`config.mk`:
```
export PLATFORM = sky130hd
export DESIGN_NAME = gost_cell
export DESIGN_NICKNAME = d
export VERILOG_FILES = /design/src/gost_pkg.sv /design/src/gost_cell.sv
export SDC_FILE = /design/constraint.sdc
export NUM_CORES = 1
export LEC_CHECK = 0
export ABC_AREA = 1
export BUFFER_PORTS_ARGS = -buffer_cell sky130_fd_sc_hd__buf_4
export CAP_MARGIN = 15
export CORE_MARGIN = 4
export CORE_UTILIZATION = 30
export DETAILED_ROUTE_END_ITERATION = 8
export HOLD_SLACK_MARGIN = 0.03
export SYNTH_ARGS = -nofsm -noshare
export SYNTH_HDL_FRONTEND = slang
export SYNTH_SLANG_ARGS = --single-unit
```
`constraint.sdc`:
```
create_clock -name clk -period 5.6 [get_ports clk]
set_input_delay 1.4 -clock clk [delete_from_list [all_inputs] [get_ports clk]]
set_output_delay 1.4 -clock clk [all_outputs]
set_load 0.1 [all_outputs]
```
`src/gost_pkg.sv`:
```
// Shared types, constants and the round function of the 64-bit GOST block cipher.
// No dependencies; used by gost_cell and gost_block_cipher_64_top.
package gost_pkg;

  localparam int ROUNDS   = 32;
  localparam int SUBKEYS  = 8;
  localparam int HALF_W   = 32;
  localparam int ROT_AMT  = 11;
  localparam int KIDX_W   = $clog2(SUBKEYS);

  typedef enum logic {
    CMD_ENCRYPT = 1'b0,
    CMD_DECRYPT = 1'b1
  } gost_cmd_t;

  typedef struct packed {
    logic              cmd;
    logic [HALF_W-1:0] n1;
    logic [HALF_W-1:0] n2;
  } gost_blk_t;

  localparam logic [3:0] SBOX [SUBKEYS][16] = '{
    '{4'h4, 4'h2, 4'hf, 4'h5, 4'h9, 4'h1, 4'h0, 4'h8,
      4'he, 4'h3, 4'hb, 4'hc, 4'hd, 4'h7, 4'ha, 4'h6},
    '{4'hc, 4'h9, 4'hf, 4'he, 4'h8, 4'h1, 4'h3, 4'ha,
      4'h2, 4'h7, 4'h4, 4'hd, 4'h6, 4'h0, 4'hb, 4'h5},
    '{4'hd, 4'h8, 4'he, 4'hc, 4'h7, 4'h3, 4'h9, 4'ha,
      4'h1, 4'h5, 4'h2, 4'h4, 4'h6, 4'hf, 4'h0, 4'hb},
    '{4'he, 4'h9, 4'hb, 4'h2, 4'h5, 4'hf, 4'h7, 4'h1,
      4'h0, 4'hd, 4'hc, 4'h6, 4'ha, 4'h4, 4'h3, 4'h8},
    '{4'h3, 4'he, 4'h5, 4'h9, 4'h6, 4'h8, 4'h0, 4'hd,
      4'ha, 4'hb, 4'h7, 4'hc, 4'h2, 4'h1, 4'hf, 4'h4},
    '{4'h8, 4'hf, 4'h6, 4'hb, 4'h1, 4'h9, 4'hc, 4'h5,
      4'hd, 4'h3, 4'h7, 4'ha, 4'h0, 4'he, 4'h2, 4'h4},
    '{4'h9, 4'hb, 4'hc, 4'h0, 4'h3, 4'h6, 4'h7, 4'h5,
      4'h4, 4'h8, 4'he, 4'hf, 4'h1, 4'ha, 4'h2, 4'hd},
    '{4'hc, 4'h6, 4'h5, 4'h2, 4'hb, 4'h0, 4'h9, 4'hd,
      4'h3, 4'he, 4'h7, 4'ha, 4'hf, 4'h4, 4'h1, 4'h8}
  };

  function automatic logic [HALF_W-1:0] round_f(input logic [HALF_W-1:0] half,
                                                input logic [HALF_W-1:0] key);
    logic [HALF_W-1:0] sum;
    logic [HALF_W-1:0] sub;
    sum = half + key;
    for (int i = 0; i < SUBKEYS; i++) begin
      sub[4*i +: 4] = SBOX[i][sum[4*i +: 4]];
    end
    return {sub[HALF_W-ROT_AMT-1:0], sub[HALF_W-1:HALF_W-ROT_AMT]};
  endfunction

endpackage

```
`src/gost_cell.sv`:
```
// One Feistel round cell of the cipher pipeline: round logic and its stage register.
// Depends on gost_pkg for the block type and the round function.
module gost_cell #(
  parameter int ROUND = 0
) (
  input  logic                      clk,
  input  logic                      rst,
  input  logic                      up_valid,
  input  gost_pkg::gost_blk_t       up_data,
  output logic                      up_ready,
  input  logic [gost_pkg::HALF_W-1:0] key_fwd,
  input  logic [gost_pkg::HALF_W-1:0] key_rev,
  output logic                      dn_valid,
  output gost_pkg::gost_blk_t       dn_data,
  input  logic                      dn_ready
);
  import gost_pkg::*;

  localparam int   PASS    = ROUND / SUBKEYS;
  localparam logic ENC_FWD = (PASS < 3);
  localparam logic DEC_FWD = (PASS == 0);

  logic              fwd;
  logic [HALF_W-1:0] key;
  gost_blk_t         dn_data_next;

  assign up_ready = !dn_valid || dn_ready;

  always_comb begin
    fwd                = (up_data.cmd == CMD_DECRYPT) ? DEC_FWD : ENC_FWD;
    key                = fwd ? key_fwd : key_rev;
    dn_data_next.cmd   = up_data.cmd;
    dn_data_next.n1    = up_data.n2 ^ round_f(up_data.n1, key);
    dn_data_next.n2    = up_data.n1;
  end

  always_ff @(posedge clk) begin
    if (rst) begin
      dn_valid <= 1'b0;
    end else if (up_ready) begin
      dn_valid <= up_valid;
    end
  end

  always_ff @(posedge clk) begin
    if (up_ready && up_valid) begin
      dn_data <= dn_data_next;
    end
  end

endmodule

```
==> insert_results.sql, run 1 <==
INSERT INTO impl_metrics (metric_group, metric, value, unit) VALUES
('finish', 'drive_above_1_share', '0.194', ''),
('logic_synthesis', 'syn-mean-instance-area', '6.98', 'sq um'),
('global_route', 'overflow', '0', ''),
('timing', 'timing.slew.headroom', '0.419', ''),
('finish', 'finalInstanceArea', '7970', 'sq um'),
('finish', 'post_layout_nonfiller_instances', '1314', ''),
('logic_synthesis', 'synthesis.area', '6040', 'sq um'),
('global_route', 'first_global_vias', '5373', ''),
('placed_design', 'dp_hpwl', '13500', 'microns'),
('logic_synthesis', 'ys_top_cells_by_area', 'edfxtp_1 (32%), nand2_1 (22%), ha_1 (13%)', ''),
('timing', 'finalMaxSlewViolations', '0', ''),
('clock_tree', 'cts_post_setup_buffers_inserted', '0', ''),
('timing', 'post-route-period-util', '0.702', ''),
('logic_synthesis', 'post_synth_num_cell_types', '33', ''),
('routing', 'finalWirelength', '16300', 'microns'),
('worst_hold_path', 'worst_hold_path.endpoint', 'dn_valid', ''),
('clock_tree', 'cts_made_buffers', '9', ''),
('finish', 'layout.nets', '1239', ''),
('floorplan', 'fp.dieArea', '22500', 'sq um'),
('clock_tree', 'clk_latency', '0.34', 'ns'),
('placed_design', 'placement.cell_area', '7640', 'sq um'),
('global_route', 'groute.usage.overall', '0.142', ''),
('critical_path', 'regToRegEndpoint', 'dn_data[35]', ''),
('finish', 'num_antenna_cells', '0', ''),
('critical_path', 'worst-r2r-cell-count', '2', ''),
('critical_path', 'worst_ep_required_time', '5.69', 'ns'),
('worst_hold_path', 'worstHoldPathType', 'reg -> reg', ''),
('power', 'power.leakage', '0.00423', 'uW'),
('outcome', 'status', 'complete, no violations', ''),
('placed_design', 'post-place-cells', '1298', ''),
('routing', 'route.detailed.drc', '0', ''),
('worst_hold_path', 'hold_path.startpoint', 'dn_valid', ''),
('clock_tree', 'cts_max_path_buffers', '2', ''),
('floorplan', 'core_area', '19700', 'sq um'),
('power', 'p_per_area', '319', 'nW/um^2'),
('logic_synthesis', 'synthesis.nets', '1060', ''),
('timing', 'fin_crit', '3.93', 'ns'),
('routing', 'vias_per_cell', '4.37', ''),
('finish', 'most-common-layout-cells', 'nand2_1 (346), buf_4 (168), inv_1 (131), nand3_1 (74), edfxtp_1 (65)', ''),
('power', 'cell_internal_pwr', '1390', 'uW'),
('worst_hold_path', 'worst_hold_path.num_cells', '2', ''),
('critical_path', 'critical_path.reg2reg.startpoint', 'dn_valid', ''),
('placed_design', 'gp_congestion', '0.865', ''),
('critical_path', 'crit_fanout', '7', ''),
('floorplan', 'top_ports', '200', ''),
('timing', 'rsz_0062_raised_after_global_routing', 'no', ''),
('timing', 'measured_slew_at_the_worst_slew_check_pin', '0.872', 'ns'),
('clock_tree', 'root_buffer', 'clkbuf_16', ''),
('power', 'share_comb_of_total_power', '0.498', ''),
('clock_tree', 'clk_transition_reported_paths', '0.06', 'ns'),
('global_route', 'grt_antenna_before_repair', '0', ''),
('clock_tree', 'postCtsHoldBufs', '0', ''),
('timing', 'hold_viol', '0', ''),
('timing', 'clock.fmax', '0.254', 'GHz'),
('routing', 'dr_total_vias', '5748', ''),
('logic_synthesis', 'synth_cells', '865', ''),
('floorplan', 'x_dimension_of_the_die', '150', 'microns'),
('logic_synthesis', 'yosys.area.top_type', 'edfxtp_1', ''),
('timing', 'skew', '0.00610', 'ns'),
('power', 'p_clk_frac', '0.247', ''),
('routing', 'detail_route.wl_per_cell', '12.4', 'microns'),
('global_route', 'maximum_number_of_pins_on_one_net_before_global_route_repair', '66', ''),
('critical_path', 'endpoint_kind', 'flip-flop', ''),
('logic_synthesis', 'seq_area_frac_synth', '0.327', ''),
('critical_path', 'crit_arrival', '4.02', 'ns'),
('routing', 'ant_nets', '0', ''),
('finish', 'utilization', '0.405', ''),
('global_route', 'grt_pass1_wl', '25200', 'microns'),
('logic_synthesis', 'synth.yosys.warnings', '0', ''),
('power', 'vdd.ir_drop.worst', '146', 'uV'),
('power', 'seq_power_share', '0.256', '');
[layout make-up]
class,count,area [sq um]
Inverter,132,495
Tap cell,265,332
Clock buffer,12,246
Timing Repair Buffer,168,1260
Fill cell,2093,11700
Clock inverter,4,76.3
Sequential cell,66,1970
Multi-Input combinational cell,667,3580
[cell families (layout without fill, tap and decap cells)]
kind of cell | count (synthesis) | in the layout | synth area share
xor+xnor | 32 | 32 | 0.0489
buf+inv | 132 | 316 | 0.0821
compound gates | 62 | 62 | 0.0586
simple gates | 511 | 511 | 0.354
flops | 66 | 66 | 0.327
fa+ha+maj | 62 | 62 | 0.130
[power groups by stage]
stage / Sequential [uW] / Clock (uW) / Combinational [uW]
floorplan: 1100 / 0 / 550
global placement: 659 / 0 / 1260
detailed placement: 659 / 0 / 1270
CTS: 650 / 642 / 1270
global route: 654 / 668 / 1390
finish: 649 / 626 / 1260
[cells in the mapped netlist]
cell type  instances
a21oi_2            1
inv_1            131
a21oi_1           26
nand4_1            4
xnor2_1           15
nand2_2           12
nand3b_1          13
or2_1              2
o22ai_1            1
inv_2              1
dfxtp_1            1
xor2_1            15
nor2_1            50
ha_1              61
nand2_1          346
a31oi_1            1
a21o_1             1
nand3_1           74
nor3_2             1
nor3_1             2
fa_1               1
o31ai_1            2
o21ai_0           17
edfxtp_1          65
xor2_2             1
xnor2_2            1
o21bai_1           6
o21ai_1            1
and2_1             2
nor4_1             1
nand3_2            2
o211ai_1           6
nor2_2             2
[stage by stage]
step | power [uW] | hold WS, ns | setup WS [ns]
finish | 2540 | 0.555 | 1.67
global route | 2710 | 0.607 | 1.44
CTS | 2560 | 0.572 | 1.65
detailed placement | 1930 | 0.559 | 1.29
global placement | 1910 | 0.530 | 1.35
floorplan | 1650 | 1.47 | 0.495
[worst max-delay path, delay by kind of cell]
kind / cells / cell delay [ns]
fa+ha+maj: 3 / 0.81
xor+xnor: 2 / 0.56
buf+inv: 4 / 0.40
compound gates: 2 / 0.30
simple gates: 5 / 0.55
[routing by layer]
metal,part of all wire,routed length (microns),global-route usage
met1,0.48,7810,0.183
met2,0.46,7490,0.238
met3,0.047,769,0.0342
met4,0.014,221,0.0366
met5,0,0,0
[sequential cells by signal, indices dropped and copies added (netlist names)]
signal    flops
dn_valid      1
dn_data      65
[worst max path at each step]
stage                      startpoint     endpoint
after floorplan              up_valid   dn_data[0]
after global placement    up_data[32]  dn_data[55]
after detailed placement  up_data[32]  dn_data[55]
after CTS                 up_data[32]  dn_data[55]
after global routing      up_data[32]  dn_data[55]
final                     up_data[32]  dn_data[55]
(Power assumes the default switching activity.)
==> run 2, diff against run 1 <==
Clock period 5.6 ns to 3.2 ns, I/O delays scaled along.
==> run 2 against run 1 <==
  * Clock power rose by 85%
  * Clock skew fell by 0.0017 ns
  * Global-route usage rose by 0.29 points
  * Utilization rose by 3.1 points
  * Final cell count rose by 5.7%
  * Critical endpoint is now dn_data[34]
  * Worst setup slack got worse by 1.5 ns
  * Combinational power rose by 88%
  * Power rose by 84%
  * Wire length barely moved
  * Critical path depth rose by 3
  * Sequential power rose by 76%
==> insert_results.sql, run 2 (synthesized netlist as in run 1, its figures left out) <==
INSERT INTO impl_metrics (metric_group, metric, value, unit) VALUES
('outcome', 'status', 'complete, no violations', ''),
('placed_design', 'gp_congestion', '0.857', ''),
('global_route', 'overflow', '0', ''),
('critical_path', 'criticalPathCategory', 'in -> reg', ''),
('routing', 'ant_nets', '0', ''),
('critical_path', 'crit_arrival', '3.10', 'ns'),
('routing', 'dr_iter_0_viols', '291', ''),
('critical_path', 'crit_fanout', '3', ''),
('critical_path', 'crit_path_frequent_cell', 'nand2_1', ''),
('routing', 'dr_total_vias', '6001', ''),
('finish', 'multi_input_comb_area', '3610', 'sq um'),
('floorplan', 'top_ports', '200', ''),
('floorplan', 'initial_core_util', '0.307', ''),
('routing', 'route.detailed.drc', '0', ''),
('clock_tree', 'clk_latency', '0.34', 'ns'),
('critical_path', 'buffers_plus_inverters_on_the_worst_setup_path', '4', ''),
('timing', 'fin_crit', '3.00', 'ns'),
('timing', 'finalSetupViolations', '0', ''),
('finish', 'layout.area.seq', '1970', 'sq um'),
('floorplan', 'core.rowCount', '51', ''),
('timing', 'skew', '0.00443', 'ns'),
('finish', 'area.growth.synth_to_final', '42.1', '%'),
('power', 'p_per_area', '544', 'nW/um^2'),
('finish', 'num_antenna_cells', '0', ''),
('finish', 'largest_register_ffs', '65', ''),
('power', 'cell_internal_pwr', '2640', 'uW'),
('critical_path', 'worst_path_dominant_cell_family', 'simple AND/OR/NAND/NOR gates', ''),
('timing', 'hold_viol', '0', ''),
('timing', 'measured_slew_at_the_worst_slew_check_pin', '0.552', 'ns'),
('clock_tree', 'cts_made_buffers', '9', ''),
('finish', 'post_layout_nonfiller_instances', '1389', ''),
('run', 'drv_cap', '0', ''),
('clock_tree', 'root_buffer', 'clkbuf_16', ''),
('critical_path', 'cp-start-kind', 'input pin', ''),
('placed_design', 'post-place-cells', '1373', ''),
('timing', 'timing.slew.headroom', '0.629', ''),
('finish', 'largest_register', 'dn_data', ''),
('finish', 'most-common-layout-cells', 'nand2_1 (345), buf_4 (243), inv_1 (131), nand3_1 (72), edfxtp_1 (65)', ''),
('global_route', 'first_global_vias', '5734', ''),
('clock_tree', 'tritoncts', 'built', ''),
('routing', 'detail_route.wl_per_cell', '11.7', 'microns'),
('power', 'share_comb_of_total_power', '0.508', ''),
('power', 'report.power.total', '4660', 'uW'),
('clock_tree', 'cts.sink_count', '66', ''),
('power', 'power.leakage', '0.00461', 'uW'),
('placed_design', 'portBuffers', '167', ''),
('finish', 'mostFrequentLayoutCell', 'nand2_1', ''),
('power', 'vdd.ir_drop.worst', '266', 'uV'),
('power', 'p_clk_frac', '0.249', ''),
('critical_path', 'worst_ep_required_time', '3.30', 'ns'),
('timing', 'clock.fmax', '0.333', 'GHz'),
('timing', 'finalMaxSlewViolations', '0', ''),
('floorplan', 'x_dimension_of_the_die', '150', 'microns'),
('power', 'p_sw_frac', '0.434', ''),
('finish', 'layout.nets', '1314', ''),
('critical_path', 'endpoint_kind', 'flip-flop', ''),
('finish', 'reg.largest.list', 'dn_data x65, dn_valid x1', ''),
('clock_tree', 'cts_max_path_buffers', '2', ''),
('routing', 'drt-pass1-iter-count', '5', ''),
('critical_path', 'cp_cell_sequence', 'buf_4 > ha_1 > inv_1 > fa_1 > inv_1 > nand3_1 > nand2_1 > nand3_1 > nand3_2 > nand2_1 > nand2_1 > xor2_1 > ha_1 > inv_1 > nand2_1 > nand3_1 > nand2_1 > nand2_1 > nand2_1', ''),
('global_route', 'grt_antenna_before_repair', '0', ''),
('floorplan', 'die_span_in_y', '150', 'microns'),
('floorplan', 'core_area', '19700', 'sq um'),
('finish', 'drive_above_1_share', '0.253', ''),
('global_route', 'maximum_number_of_pins_on_one_net_before_global_route_repair', '40', ''),
('global_route', 'groute.usage.overall', '0.144', ''),
('floorplan', 'fp.dieArea', '22500', 'sq um'),
('finish', 'n_fill_cell', '2069', ''),
('routing', 'vias_per_cell', '4.32', ''),
('placed_design', 'dp_hpwl', '13900', 'microns'),
('worst_hold_path', 'worstHoldPathType', 'reg -> reg', ''),
('power', 'seq_power_share', '0.244', ''),
('critical_path', 'critical-path-slowest-cell', 'fa_1', ''),
('clock_tree', 'clk_transition_reported_paths', '0.06', 'ns'),
('timing', 'post-route-period-util', '0.938', ''),
('routing', 'finalWirelength', '16300', 'microns'),
('timing', 'rsz_0062_raised_after_global_routing', 'yes', ''),
('critical_path', 'largest_incremental_delay_on_the_critical_path', '0.40', 'ns'),
('global_route', 'grt_pass1_wl', '26000', 'microns'),
('clock_tree', 'clock_tree.htree_level_count', '3', ''),
('power', 'power.switching', '2020', 'uW');
run 2: worst paths after layout:
| kind | to | startpoint | cells past startpoint | slack, ns |
|---|---|---|---|---|
| worst max-delay path | dn_data[34] | up_data[32] | 19 | 0.20 |
| worst min-delay path | dn_valid | dn_valid | 2 | 0.54 |
| worst max register to register | dn_data[25] | dn_valid | 2 | 1.87 |
| worst min register to register | dn_valid | dn_valid | 2 | 0.54 |
run 2: cell type report:
type / count / area share
clock buffer: 12 / 0.0287
clock inverter: 4 / 0.0115
inverter: 132 / 0.0578
multi-input combinational: 667 / 0.421
sequential: 66 / 0.230
tap: 265 / 0.0387
timing repair buffer: 243 / 0.213
run 2: power groups by stage:
| stage | Clock (uW) | Sequential [uW] | Combinational, uW |
|---|---|---|---|
| after floorplan | 0 | 1920 | 962 |
| after global placement | 0 | 1150 | 2350 |
| after detailed placement | 0 | 1150 | 2370 |
| after CTS | 1190 | 1140 | 2380 |
| after global routing | 1240 | 1150 | 2590 |
| final | 1160 | 1140 | 2370 |
run 2: metal layers:
layer	vias to the layer above	share of wire	global-route usage
met5	-	0	0
met4	0	0.0090	0.0316
met3	13	0.056	0.0315
met2	118	0.47	0.249
met1	2608	0.47	0.186
li1	3262	-	-
run 2: repair_timing:
action,4_1_cts,5_1_grt
hold buffers,0,0
gates resized for setup,0,5
setup endpoints to repair,0,9
buffers inserted,0,0
run 2: worst reg2reg max path: cells and delay by family (launching register included):
kind,cells,cell delay (ns)
AOI/OAI and AO/OA,1,0.16
buffers and inverters,1,0.43
DFF,1,0.34
run 2: metrics by stage:
stage	area, sq um	setup TNS, ns	util	hold slack [ns]	setup slack [ns]
after floorplan	6040	0	-	0.869	0.0205
after global placement	8210	-2.50	0.417	0.525	-0.215
after detailed placement	8210	-2.93	0.417	0.535	-0.238
after CTS	8550	0	0.435	0.543	0.112
after global routing	8580	-0.0350	0.436	0.578	-0.0197
final	8580	0	0.436	0.535	0.197
==> run 3, diff against run 2 <==
Settings changed: CORE_UTILIZATION 30 to 47, PLACE_DENSITY set to 0.78.
==> run 3 against run 2 <==
  * Power decreased by 1.9%
  * Non-clock buffer count decreased by 19
  * Wire length decreased by 5.1%
  * Design area decreased by 3.4%
  * Die area decreased by 34%
  * Global-route usage increased by 6.7 points
  * Sequential share of layout area increased by 0.82 points
  * Count of clock-buffer cells in the layout unchanged
  * Fmax decreased by 0.86%
  * Worst setup slack got worse by 0.026 ns
  * Sequential cell count unchanged
  * Critical path type unchanged
  * Largest cell class unchanged
  * Largest power group unchanged
  * Highest routed layer unchanged
==> insert_results.sql, run 3 (synthesized netlist as in run 1, its figures left out) <==
INSERT INTO impl_metrics (metric_group, metric, value, unit) VALUES
('critical_path', 'critical-path-slowest-cell', 'ha_1', ''),
('clock_tree', 'cts_post_setup_buffers_inserted', '0', ''),
('floorplan', 'core_area', '12600', 'sq um'),
('clock_tree', 'root_buffer', 'clkbuf_16', ''),
('placed_design', 'portBuffers', '167', ''),
('routing', 'dr_iter_0_viols', '324', ''),
('critical_path', 'crit_fanout', '4', ''),
('clock_tree', 'clock_tree.htree_level_count', '3', ''),
('critical_path', 'worst-r2r-cell-count', '2', ''),
('timing', 'post-route-period-util', '0.947', ''),
('finish', 'reg.largest.list', 'dn_data x65, dn_valid x1', ''),
('routing', 'ant_nets', '0', ''),
('clock_tree', 'cts.sink_count', '66', ''),
('timing', 'final_critical_path_setup_slack', '0.171', 'ns'),
('placed_design', 'dp_hpwl', '12800', 'microns'),
('routing', 'drt-pass1-iter-count', '5', ''),
('routing', 'detail_route.wl_per_cell', '12.1', 'microns'),
('critical_path', 'crit_arrival', '3.13', 'ns'),
('worst_hold_path', 'worst_hold_path.num_cells', '2', ''),
('power', 'p_per_area', '552', 'nW/um^2'),
('finish', 'largest_register_ffs', '65', ''),
('global_route', 'first_global_vias', '5657', ''),
('timing', 'rsz_0062_raised_after_global_routing', 'no', ''),
('finish', 'layout.nets', '1295', ''),
('global_route', 'overflow', '0', ''),
('routing', 'finalWirelength', '15500', 'microns'),
('critical_path', 'crit_path_frequent_cell', 'nand2_1', ''),
('timing', 'holdWs', '0.550', 'ns'),
('floorplan', 'fp.dieArea', '14700', 'sq um'),
('floorplan', 'die_span_in_y', '121', 'microns'),
('critical_path', 'buffers_plus_inverters_on_the_worst_setup_path', '3', ''),
('timing', 'fin_crit', '3.03', 'ns'),
('finish', 'num_antenna_cells', '0', ''),
('timing', 'hold_viol', '0', ''),
('critical_path', 'endpoint_kind', 'flip-flop', ''),
('floorplan', 'initial_core_util', '0.478', ''),
('worst_hold_path', 'worstHoldPathType', 'reg -> reg', ''),
('outcome', 'status', 'complete, no violations', ''),
('floorplan', 'top_ports', '200', ''),
('critical_path', 'worst_path_dominant_cell_family', 'simple AND/OR/NAND/NOR gates', ''),
('global_route', 'maximum_number_of_pins_on_one_net_before_global_route_repair', '39', ''),
('critical_path', 'cp_cell_sequence', 'buf_4 > ha_1 > nand2_1 > inv_1 > a21oi_1 > nand2_1 > a21oi_1 > nand2_1 > nand2_1 > nand2_1 > ha_1 > inv_1 > nand2_1 > nand2_1 > nand2_1 > nand3b_1 > nand2_1', ''),
('timing', 'fin_tns_setup', '0', 'ns'),
('critical_path', 'criticalPathCategory', 'in -> reg', ''),
('clock_tree', 'cts_max_path_buffers', '2', ''),
('power', 'report.power.total', '4570', 'uW'),
('critical_path', 'cp-start-kind', 'input pin', ''),
('clock_tree', 'cts_made_buffers', '9', ''),
('finish', 'finalInstanceArea', '8280', 'sq um'),
('floorplan', 'core.rowCount', '41', ''),
('timing', 'finalMaxSlewViolations', '0', ''),
('routing', 'route.detailed.drc', '0', ''),
('global_route', 'grt_antenna_before_repair', '0', ''),
('critical_path', 'timing.critical_path.depth', '17', ''),
('clock_tree', 'tritoncts', 'built', ''),
('power', 'vdd.ir_drop.worst', '304', 'uV'),
('finish', 'mostFrequentLayoutCell', 'nand2_1', ''),
('finish', 'largest_register', 'dn_data', ''),
('placed_design', 'gp_congestion', '0.926', ''),
('timing', 'measured_slew_at_the_worst_slew_check_pin', '0.522', 'ns'),
('timing', 'finalSetupViolations', '0', ''),
('finish', 'area.growth.synth_to_final', '37.2', '%'),
('placed_design', 'pre_cts_ws', '-0.139', 'ns'),
('timing', 'timing.slew.headroom', '0.650', ''),
('global_route', 'groute.usage.overall', '0.211', ''),
('routing', 'vias_per_cell', '4.78', ''),
('finish', 'most-common-layout-cells', 'nand2_1 (346), buf_4 (224), inv_1 (131), nand3_1 (73), edfxtp_1 (65)', ''),
('critical_path', 'largest_incremental_delay_on_the_critical_path', '0.36', 'ns'),
('clock_tree', 'clk_latency', '0.34', 'ns'),
('timing', 'skew', '0.00602', 'ns'),
('critical_path', 'worst_ep_required_time', '3.30', 'ns'),
('timing', 'clock.fmax', '0.330', 'GHz'),
('finish', 'drive_above_1_share', '0.237', ''),
('run', 'drv_cap', '0', ''),
('clock_tree', 'clk_transition_reported_paths', '0.06', 'ns'),
('placed_design', 'placement.cell_area', '7950', 'sq um'),
('global_route', 'grt_pass1_wl', '25000', 'microns'),
('power', 'power.leakage', '0.00451', 'uW'),
('floorplan', 'x_dimension_of_the_die', '121', 'microns'),
('routing', 'dr_total_vias', '6108', '');
[run 3: changes by cell type in the layout (fill, tap and decap cells not counted)]
cell	previous run	this run
xor2_1	13	15
clkinvlp_4	0	2
nand2_2	13	12
clkbuf_8	1	2
buf_4	243	224
nand3_1	72	73
bufinv_16	3	2
nand3_2	4	3
nand2_1	345	346
clkbuf_1	2	1
xor2_2	3	1
clkinv_4	1	0
[run 3: worst paths after layout]
path / endpoint / slack (ns) / startpoint
worst max-delay path: dn_data[42] / 0.17 / up_data[51]
worst min-delay path: dn_valid / 0.55 / dn_valid
worst max register to register: dn_data[37] / 1.86 / dn_valid
worst min register to register: dn_valid / 0.55 / dn_valid
[run 3: per-stage QoR]
| stage | utilization | cells |
|---|---|---|
| floorplan | - | 865 |
| global placement | 0.630 | 1261 |
| detailed placement | 0.630 | 1261 |
| CTS | 0.656 | 1277 |
| global route | 0.656 | 1277 |
| finish | 0.656 | 1277 |
[run 3: worst reg2reg max path, cell delays in order (launching register included)]
cell	delay, ns
dfxtp_1	0.35
a21oi_4	0.17
buf_4	0.43
[run 3: cell type report]
type	count	area (sq um)
Clock inverter	4	75.1
Clock buffer	12	256
Multi-Input combinational cell	667	3590
Sequential cell	66	1970
Fill cell	1128	4340
Timing Repair Buffer	224	1680
Inverter	132	495
Tap cell	172	215
[run 3: timing repair]
action | in CTS | in global routing
resized for setup | 0 | 1
hold buffers | 0 | 0
endpoints found under the setup margin | 0 | 3
[run 3: layer usage]
metal  GRT usage  vias up  part of all wire
met5           0        -                 0
met1       0.260     2686              0.44
met2       0.363      170              0.48
met4      0.0791        0             0.020
li1            -     3231                 -
met3      0.0452       21             0.062
[run 3: power by group]
part / leakage (uW) / switching, uW / total [uW] / internal [uW]
Clock: 0.000155 / 376 / 1100 / 724
Combinational: 0.00371 / 1620 / 2340 / 720
Sequential: 0.000639 / 28.1 / 1140 / 1110
